--- config.mk ---
export PLATFORM = sky130hd
export DESIGN_NAME = nmea_zda_time_parser
export DESIGN_NICKNAME = d
export VERILOG_FILES = /design/src/sv/nzda_pkg.sv /design/src/sv/nzda_front.sv /design/src/sv/nzda_fifo.sv /design/src/sv/nzda_back.sv /design/src/sv/nmea_zda_time_parser.sv
export SDC_FILE = /design/constraint.sdc
export NUM_CORES = 1
export LEC_CHECK = 0
export BUFFER_PORTS_ARGS = -buffer_cell sky130_fd_sc_hd__clkbuf_2
export CORE_MARGIN = 2
export CORE_UTILIZATION = 61
export DETAILED_ROUTE_END_ITERATION = 10
export MAX_ROUTING_LAYER = met4
export PLACE_DENSITY = 0.79
export SLEW_MARGIN = 25
export SYNTH_ARGS = -nofsm -noshare
export SYNTH_HDL_FRONTEND = slang
export SYNTH_SLANG_ARGS = --single-unit
--- constraint.sdc ---
create_clock -name clk -period 7.9 [get_ports clk]
set_clock_uncertainty 0.2 [all_clocks]
set_input_delay 1.58 -clock clk [delete_from_list [all_inputs] [get_ports clk]]
set_output_delay 1.58 -clock clk [all_outputs]
set_load 0.02 [all_outputs]
--- src/sv/nzda_pkg.sv ---
`timescale 1ns / 1ps
`default_nettype none
package nzda_pkg;

    localparam int LINE_MAX   = 128;
    localparam int LINE_LIMIT = LINE_MAX - 4;
    localparam int POS_W      = $clog2(LINE_MAX);
    localparam int FIFO_DEPTH = 4;
    localparam int FIFO_AW    = $clog2(FIFO_DEPTH);
    localparam int FIFO_CW    = $clog2(FIFO_DEPTH + 1);
    localparam int OUT_W      = 64;

    localparam logic [7:0] CH_CR     = 8'h0D;
    localparam logic [7:0] CH_LF     = 8'h0A;
    localparam logic [7:0] CH_DOLLAR = 8'h24;
    localparam logic [7:0] CH_STAR   = 8'h2A;
    localparam logic [7:0] CH_COMMA  = 8'h2C;
    localparam logic [7:0] CH_ZERO   = 8'h30;
    localparam logic [7:0] CH_NINE   = 8'h39;
    localparam logic [7:0] CH_UA     = 8'h41;
    localparam logic [7:0] CH_UF     = 8'h46;
    localparam logic [7:0] CH_LA     = 8'h61;
    localparam logic [7:0] CH_LFX    = 8'h66;
    localparam logic [7:0] CH_G      = 8'h47;
    localparam logic [7:0] CH_P      = 8'h50;
    localparam logic [7:0] CH_Z      = 8'h5A;
    localparam logic [7:0] CH_D      = 8'h44;

    typedef enum logic [2:0] {
        ST_OK       = 3'd0,
        ST_UNKNOWN  = 3'd1,
        ST_CHECKSUM = 3'd2,
        ST_NOFIX    = 3'd3,
        ST_OVERFLOW = 3'd4
    } status_t;

    // one queued action for the line engine
    typedef struct packed {
        logic       pre_cr;
        logic       has_char;
        logic       is_end;
        logic [7:0] data;
    } evt_t;

    typedef struct packed {
        logic full;
        logic empty;
    } fifo_status_t;

    typedef struct packed {
        logic [POS_W-1:0] pos;
        logic [7:0]       xsum;
        logic             star;
        logic [7:0]       rsum;
        logic             hdr_ok;
        logic             no_fix;
        logic             ovf;
        logic [23:0]      time_bcd;
        logic [6:0]       day;
        logic [6:0]       month;
        logic [13:0]      year;
        logic             field_run;
        logic             hex_run;
    } line_t;

    function automatic line_t line_reset();
        line_t s;
        s = '0;
        s.hdr_ok = 1'b1;
        return s;
    endfunction

    function automatic logic [7:0] head_char(logic [2:0] p);
        logic [7:0] r;
        case (p)
            3'd0:    r = CH_DOLLAR;
            3'd1:    r = CH_G;
            3'd2:    r = CH_P;
            3'd3:    r = CH_Z;
            3'd4:    r = CH_D;
            3'd5:    r = CH_UA;
            default: r = CH_COMMA;
        endcase
        return r;
    endfunction

    function automatic logic [6:0] bcd2bin(logic [7:0] b);
        return 7'({3'b0, b[7:4]} * 7'd10) + {3'b0, b[3:0]};
    endfunction

    function automatic line_t take_char(line_t s_in, logic [7:0] c);
        line_t            s;
        logic [POS_W-1:0] p;
        logic             is_digit;
        logic [3:0]       d;
        logic [4:0]       h;
        s        = s_in;
        p        = s_in.pos;
        is_digit = (c >= CH_ZERO) && (c <= CH_NINE);
        d        = c[3:0];
        h        = 5'd16;
        if (p >= POS_W'(LINE_LIMIT)) begin
            s.ovf = 1'b1;
        end
        else begin
            if ((p < POS_W'(7)) && (c != head_char(p[2:0])))
                s.hdr_ok = 1'b0;
            if ((p == POS_W'(7)) && (c == CH_COMMA))
                s.no_fix = 1'b1;

            if (s.star) begin
                if (is_digit)
                    h = {1'b0, d};
                else if (((c >= CH_UA) && (c <= CH_UF)) || ((c >= CH_LA) && (c <= CH_LFX)))
                    h = {1'b0, c[3:0] + 4'd9};
                if (s.hex_run && !h[4])
                    s.rsum = {s.rsum[3:0], h[3:0]};
                else
                    s.hex_run = 1'b0;
            end
            else if (c == CH_STAR) begin
                s.star    = 1'b1;
                s.hex_run = 1'b1;
            end
            else if (p >= POS_W'(1)) begin
                s.xsum = s.xsum ^ c;
            end

            if ((p == POS_W'(7)) || (p == POS_W'(17)) || (p == POS_W'(20)) || (p == POS_W'(23)))
                s.field_run = 1'b1;
            if (s.field_run && is_digit) begin
                if ((p >= POS_W'(7)) && (p <= POS_W'(12)))
                    s.time_bcd = {s.time_bcd[19:0], d};
                else if ((p >= POS_W'(17)) && (p <= POS_W'(18)))
                    s.day = 7'(s.day * 7'd10) + {3'b0, d};
                else if ((p >= POS_W'(20)) && (p <= POS_W'(21)))
                    s.month = 7'(s.month * 7'd10) + {3'b0, d};
                else if ((p >= POS_W'(23)) && (p <= POS_W'(26)))
                    s.year = 14'(s.year * 14'd10) + {10'b0, d};
                else
                    s.field_run = 1'b0;
            end
            else begin
                s.field_run = 1'b0;
            end
            s.pos = p + POS_W'(1);
        end
        return s;
    endfunction

endpackage
`default_nettype wire

--- src/sv/nzda_front.sv ---
`timescale 1ns / 1ps
`default_nettype none
module nzda_front
    import nzda_pkg::*;
(
    input  wire logic         clk,
    input  wire logic         rst_n,
    input  wire logic         s_tvalid,
    output logic              s_tready,
    input  wire logic [7:0]   s_tdata,    // rx_byte
    input  wire fifo_status_t fifo_st,
    output logic              push,
    output evt_t              evt
);

    logic last_cr_reg;
    logic last_cr_next;
    logic lf_end;
    logic xfer;

    assign s_tready = !fifo_st.full;
    assign xfer     = s_tvalid && s_tready;
    assign lf_end   = (s_tdata == CH_LF) && last_cr_reg;

    always_comb
    begin
        evt.is_end   = lf_end;
        // a held cr that is not followed by lf becomes a line character
        evt.pre_cr   = last_cr_reg && !lf_end;
        evt.has_char = !lf_end && (s_tdata != CH_CR);
        evt.data     = s_tdata;
        push         = xfer && (evt.is_end || evt.pre_cr || evt.has_char);
        last_cr_next = last_cr_reg;
        if (xfer)
            last_cr_next = (s_tdata == CH_CR);
    end

    always_ff @(posedge clk or negedge rst_n)
    begin
        if (!rst_n)
            last_cr_reg <= 1'b0;
        else
            last_cr_reg <= last_cr_next;
    end

endmodule
`default_nettype wire

--- src/sv/nzda_fifo.sv ---
`timescale 1ns / 1ps
`default_nettype none
module nzda_fifo
    import nzda_pkg::*;
(
    input  wire logic   clk,
    input  wire logic   rst_n,
    input  wire logic   push,
    input  wire evt_t   wr_evt,
    input  wire logic   pop,
    output evt_t        head,
    output fifo_status_t st
);

    evt_t               q_reg [FIFO_DEPTH];
    logic [FIFO_AW-1:0] wr_ptr_reg, wr_ptr_next;
    logic [FIFO_AW-1:0] rd_ptr_reg, rd_ptr_next;
    logic [FIFO_CW-1:0] count_reg, count_next;
    logic               do_push;
    logic               do_pop;

    assign st.full  = (count_reg == FIFO_CW'(FIFO_DEPTH));
    assign st.empty = (count_reg == '0);
    assign do_push  = push && !st.full;
    assign do_pop   = pop && !st.empty;
    assign head     = q_reg[rd_ptr_reg];

    always_comb
    begin
        wr_ptr_next = wr_ptr_reg;
        rd_ptr_next = rd_ptr_reg;
        count_next  = count_reg;
        if (do_push)
            wr_ptr_next = wr_ptr_reg + FIFO_AW'(1);
        if (do_pop)
            rd_ptr_next = rd_ptr_reg + FIFO_AW'(1);
        if (do_push && !do_pop)
            count_next = count_reg + FIFO_CW'(1);
        else if (do_pop && !do_push)
            count_next = count_reg - FIFO_CW'(1);
    end

    always_ff @(posedge clk or negedge rst_n)
    begin
        if (!rst_n)
        begin
            wr_ptr_reg <= '0;
            rd_ptr_reg <= '0;
            count_reg  <= '0;
        end
        else
        begin
            wr_ptr_reg <= wr_ptr_next;
            rd_ptr_reg <= rd_ptr_next;
            count_reg  <= count_next;
        end
    end

    always_ff @(posedge clk)
    begin
        if (do_push)
            q_reg[wr_ptr_reg] <= wr_evt;
    end

endmodule
`default_nettype wire

--- src/sv/nzda_back.sv ---
`timescale 1ns / 1ps
`default_nettype none
module nzda_back
    import nzda_pkg::*;
(
    input  wire logic         clk,
    input  wire logic         rst_n,
    input  wire evt_t         head,
    input  wire fifo_status_t fifo_st,
    output logic              pop,
    output logic              m_tvalid,
    input  wire logic         m_tready,
    output logic [OUT_W-1:0]  m_tdata
);

    line_t             line_reg, line_next;
    line_t             after_cr;
    logic              out_valid_reg, out_valid_next;
    logic [OUT_W-1:0]  out_data_reg, out_data_next;
    status_t           status;
    logic              emit;
    logic [6:0]        hour, minute, second, day, month;
    logic [13:0]       year;
    logic [7:0]        csum;

    assign m_tvalid = out_valid_reg;
    assign m_tdata  = out_data_reg;

    // an end event waits for room in the output register, line characters never wait
    assign pop = !fifo_st.empty && (!head.is_end || !out_valid_reg || m_tready);

    always_comb
    begin
        emit = (line_reg.pos != '0) || line_reg.ovf;
        if (line_reg.ovf)
            status = ST_OVERFLOW;
        else if ((line_reg.pos < POS_W'(7)) || !line_reg.hdr_ok)
            status = ST_UNKNOWN;
        else if (!line_reg.star || (line_reg.rsum != line_reg.xsum))
            status = ST_CHECKSUM;
        else if (line_reg.no_fix)
            status = ST_NOFIX;
        else
            status = ST_OK;

        hour   = '0;
        minute = '0;
        second = '0;
        day    = '0;
        month  = '0;
        year   = '0;
        csum   = '0;
        if (status == ST_OK)
        begin
            hour   = bcd2bin(line_reg.time_bcd[23:16]);
            minute = bcd2bin(line_reg.time_bcd[15:8]);
            second = bcd2bin(line_reg.time_bcd[7:0]);
            day    = line_reg.day;
            month  = line_reg.month;
            year   = line_reg.year;
        end
        if ((status == ST_OK) || (status == ST_CHECKSUM) || (status == ST_NOFIX))
            csum = line_reg.xsum;
    end

    always_comb
    begin
        after_cr       = head.pre_cr ? take_char(line_reg, CH_CR) : line_reg;
        line_next      = line_reg;
        out_valid_next = out_valid_reg && !m_tready;
        out_data_next  = out_data_reg;
        if (pop)
        begin
            if (head.is_end)
            begin
                line_next = line_reset();
                if (emit)
                begin
                    out_valid_next = 1'b1;
                    out_data_next  = {4'b0, csum, year, month, day, second, minute, hour,
                                      status};
                end
            end
            else if (head.has_char)
                line_next = take_char(after_cr, head.data);
            else
                line_next = after_cr;
        end
    end

    always_ff @(posedge clk or negedge rst_n)
    begin
        if (!rst_n)
        begin
            line_reg      <= line_reset();
            out_valid_reg <= 1'b0;
        end
        else
        begin
            line_reg      <= line_next;
            out_valid_reg <= out_valid_next;
        end
    end

    always_ff @(posedge clk)
    begin
        out_data_reg <= out_data_next;
    end

endmodule
`default_nettype wire

--- src/sv/nmea_zda_time_parser.sv ---
// throughput: one byte per cycle while the event queue has room; a line character
//   never waits on the output side; an lf event is queued, popped by the line engine
//   after older bytes drain, and its result registered when the output has room
// a full four-entry event queue drops s_tready until the line engine pops
// reset: rst_n asynchronous active low, clears the framer, queue, line state and output
`timescale 1ns / 1ps
`default_nettype none
module nmea_zda_time_parser
    import nzda_pkg::*;
(
    input  wire logic             clk,
    input  wire logic             rst_n,
    input  wire logic             s_tvalid,
    output logic                  s_tready,
    input  wire logic [7:0]       s_tdata,    // rx_byte
    output logic                  m_tvalid,
    input  wire logic             m_tready,
    // status[2:0], hour[9:3], minute[16:10], second[23:17], day[30:24],
    // month[37:31], year[51:38], computed_sum[59:52], zero fill[63:60]
    output logic [OUT_W-1:0]      m_tdata
);

    fifo_status_t fifo_st;
    evt_t         wr_evt;
    evt_t         head;
    logic         push;
    logic         pop;

    nzda_front u_front (
        .clk      (clk),
        .rst_n    (rst_n),
        .s_tvalid (s_tvalid),
        .s_tready (s_tready),
        .s_tdata  (s_tdata),
        .fifo_st  (fifo_st),
        .push     (push),
        .evt      (wr_evt)
    );

    nzda_fifo u_fifo (
        .clk    (clk),
        .rst_n  (rst_n),
        .push   (push),
        .wr_evt (wr_evt),
        .pop    (pop),
        .head   (head),
        .st     (fifo_st)
    );

    nzda_back u_back (
        .clk      (clk),
        .rst_n    (rst_n),
        .head     (head),
        .fifo_st  (fifo_st),
        .pop      (pop),
        .m_tvalid (m_tvalid),
        .m_tready (m_tready),
        .m_tdata  (m_tdata)
    );

`ifndef SYNTH
    a_fifo_flags: assert property (@(posedge clk) disable iff (!rst_n)
        !(fifo_st.full && fifo_st.empty))
        else $error("queue full and empty at once");

    a_rise_from_end: assert property (@(posedge clk) disable iff (!rst_n)
        $rose(m_tvalid) |-> $past(pop && head.is_end))
        else $error("result without a line end");

    a_status_range: assert property (@(posedge clk) disable iff (!rst_n)
        m_tvalid |-> (m_tdata[2:0] <= ST_OVERFLOW))
        else $error("status code out of range");

    a_fields_zero: assert property (@(posedge clk) disable iff (!rst_n)
        (m_tvalid && (m_tdata[2:0] != ST_OK)) |-> (m_tdata[51:3] == '0))
        else $error("time fields set on a failed line");
`endif

endmodule
`default_nettype wire

==> key figures <==
Floorplanning
  – Die H: 138 um
  – I/O pin count: 78
  – Die Wd: about 140 um
  – Row cnt: between 40 and 50
  – Core box area: between 15,000 and 20,000 sq um
  – Die Area: around 19,000 sq um
  – Starting Density: around 62%

Synth
  – Post-Synth Simple-Gate Area: between 10% and 20%
  – XOR/XNOR Fraction of Synth Area: 5.81%
  – Post-synthesis cell count: about 980
  – Synth warn: 0
  – Sequential element share of the synthesized area: approximately half
  – Largest family of logic cells by synthesized area: simple AND/OR/NAND/NOR gates
  – Synth Register Bits: 194
  – Synth area leader: edfxtp_1
  – Synth top area share: roughly 28%
  – Cell variety after synth: slightly below 80
  – Cell with the most instances after synthesis: edfxtp_1
  – Syn avg cell area: 11.2 sq um
  – Async set-reset flop share out of synthesis: between 40% and 50%
  – Multiplexer share of the synthesized area: under 10%
  – Number of enable flip-flop cells after synthesis: about 100
  – Complex-gate fraction of the synthesized area: 10.9%
  – Area of the mapped netlist: about 11,000 sq um
  – Top cells by count, synth: 104 x edfxtp_1, 97 x nand2_1, 89 x dfrtp_1, 79 x ha_1, 69 x nor2_1
  – Post-synthesis adder-cell area fraction: between 10% and 20%
  – Area contributors post-synth: edfxtp_1 28%, dfrtp_1 20%, ha_1 9.0%, nand2_1 3.3%, xnor2_1 3.3%
  – Top_reg_cell synth: edfxtp_1

Power
  – Max VDD drop: roughly 290 uV
  – Clock network fraction of total power: 18.8%
  – NetSw: between 1.5 and 2 mW
  – Static leakage: approximately 5.4 nW
  – Register share of total power: a little over a third
  – Pwr dens: about 380 nW/um^2
  – Switching Share: about 43%
  – Total power: 4.60 mW
  – Logic pwr share: a little under half
  – P_int: 2.64 mW

Route
  – Drc violations: 0
  – Routed vias/inst: approximately 6
  – DR iter-0 viols: 562
  – Via count: 7,646
  – Drt wl/cell: ~18 um
  – Final wirelength: 23,000 um
  – Routed Antenna Nets: 0
  – TritonRoute pass-1 iters: 5

Place
  – Placed Cells: between 1k and 1.5k
  – Detailed-placement wirelength estimate: around 16,000 um
  – Placed cell areas: ~12,000 sq um
  – Port bufs: between 70 and 80
  – Place WS: 2.59 ns
  – Final GP Congestion: 0.985

GRT
  – Total Routing Usage GR: roughly 26%
  – Global-route wire length before repair: a little under 40,000 um
  – GRT overflow: 0
  – Vias in the first global route: approximately 7.5k
  – Initial antenna violation count: 0
  – Largest net degree at the start of global routing: 64

Clock network
  – # hold bufs at CTS: 0
  – Sink Count: roughly 190
  – Setup bufs post-CTS: 0
  – CTS tree: built
  – Htree depth: 4
  – Clock Path Buffers: 2
  – CTS Root Cell: clkbuf_16
  – # resized after CTS: 0
  – Worst-path clk slew: around 0.070 ns
  – Num CTS Buffers: 17
  – Worst skew pair latency: about 0.43 ns

Critical path
  – Classification of the worst setup path: register to register
  – CP cell instances: mux4_2, o21ai_4, mux2i_1, inv_1, ha_1, o21ai_0, nor2_1, o31ai_4, o211ai_4, or2_0, nor4_4, a22o_1
  – Critical path endpoint category: register
  – Flop2flop setup slack: about 2.6 ns
  – Crit-path max FO: 18
  – CP peak stage delay: about 0.84 ns
  – Crit path buf inv count: 1
  – Family with the most delay on the worst path: multiplexers
  – Worst EP arrival: 5.48 ns
  – Critical path startpoint category: register
  – CP max stage cell: dfrtp_1
  – Worst Path Required: just over 8 ns

Run
  – Max Cap Viol: 0

Final layout
  – Ratio of cells with drive above 1 in the final layout: approximately 15%
  – Post-route cell area: between 10,000 and 15,000 sq um
  – Number of antenna diodes: 0
  – Max reg flops: between 80 and 90
  – # nets final: 1,144
  – Area growth, synth to finish: 10.2%
  – Post-Layout Cell Count: around 1.3k

STA
  – Final worst setup slack: about 2.6 ns
  – Minimum clock period: 5.32 ns
  – Final hold violation count: 0
  – Final slew viol count: 0
  – Final setup viols: 0
  – Max Fclk: roughly 0.19 GHz
  – Least-Margin Pin Slew: a little under 0.9 ns
  – Tcrit/Tclk final: around 67%
  – Final setup TNS: 0 ns
  – Worst slew margin: between 40% and 50%
  – RSZ-0062 raised after global routing: no

Status
  – Status: finished clean

Hold path
  – Hold WC Path Type: register to register
==> per-layer routing <==
layer  up-vias  GRT usage, %  wire [um]
met5         -             -          0
met4         0          6.28        301
met3        30          4.54        935
met2       184          41.8      11600
met1      3812          34.3      10200
li1       3620             -          -
==> path summary, 6_finish.rpt <==
kind | startpoint | end | depth (start not counted)
worst max-delay path | u_fifo.rd_ptr_reg[0]$_DFFE_PN0P_ | u_back.line_reg[4]$_DFFE_PN0P_ | 12
worst min-delay path | u_back.line_reg[56]$_DFFE_PN1P_ | u_back.line_reg[56]$_DFFE_PN1P_ | 2
worst max register to register | u_fifo.rd_ptr_reg[0]$_DFFE_PN0P_ | u_back.line_reg[4]$_DFFE_PN0P_ | 12
worst min register to register | u_back.line_reg[56]$_DFFE_PN1P_ | u_back.line_reg[56]$_DFFE_PN1P_ | 2
max in group asynchronous | rst_n | u_back.line_reg[6]$_DFFE_PN0P_ | 2
min in group asynchronous | rst_n | u_fifo.count_reg[1]$_DFFE_PN0P_ | 1
==> tightest hold or removal path, stage by stage, from the launching register on <==
cell and delay, ns:
dfstp_2 0.37, o31ai_1 0.05, a2bb2oi_1 0.06
==> kinds of logic after synthesis <==
family | count (synthesis)
AND/OR/NAND/NOR | 313
AO/OA/AOI/OAI | 169
XOR/XNOR | 73
flip-flops | 194
adder cells (fa/ha/maj) | 92
other | 1
buffers and inverters | 95
multiplexers | 42
==> stage by stage <==
stage / hold WS (ns) / util [%]
6_report: 0.286 / 68.0
2_1_floorplan: 0.249 / -
3_5_place_dp: 0.280 / 64.7
4_1_cts: 0.288 / 68.0
5_1_grt: 0.310 / 68.0
3_3_place_gp: 0.272 / 64.7
==> area by class of cell <==
| cell class | instances | area (sq um) |
|---|---|---|
| repair buffers | 80 | 420 |
| clock inverters | 12 | 133 |
| fillers | 1311 | 5710 |
| clock buffers | 20 | 457 |
| multi-input cells | 693 | 5250 |
| well taps | 229 | 287 |
| flip-flops and latches | 194 | 5380 |
| inverters | 54 | 203 |
==> placed cells by master, fill, tap and decap left out, types with 6 or more instances in the layout <==
master / netlist / routed
mux4_2: 11 / 11
dfrtp_1: 89 / 89
nand2_1: 97 / 97
nand4_1: 7 / 7
mux2_2: 14 / 14
nor4_1: 6 / 6
edfxtp_1: 104 / 104
mux2i_1: 9 / 9
a21o_1: 15 / 15
o31ai_1: 8 / 7
and3_1: 42 / 42
a22o_1: 13 / 13
nor2b_1: 10 / 10
xor2_1: 32 / 32
xnor2_1: 41 / 41
nand3_1: 17 / 17
a21oi_1: 21 / 21
mux2_1: 7 / 7
o21a_1: 6 / 6
o21ai_0: 52 / 52
nor2_1: 69 / 67
buf_4: 5 / 8
and2_1: 19 / 19
clkbuf_2: 0 / 72
fa_1: 13 / 13
inv_1: 52 / 52
ha_1: 79 / 79
nor3_1: 22 / 22
clkbuf_16: 0 / 17
==> power groups by stage <==
stage	registers [mW]	logic, mW	clock network, mW
4_1_cts	1.60	2.14	0.868
2_1_floorplan	1.75	1.45	0
5_1_grt	1.64	2.35	0.914
3_5_place_dp	1.62	2.13	0
6_report	1.60	2.14	0.863
3_3_place_gp	1.61	2.08	0
(Power assumes the default switching activity.)
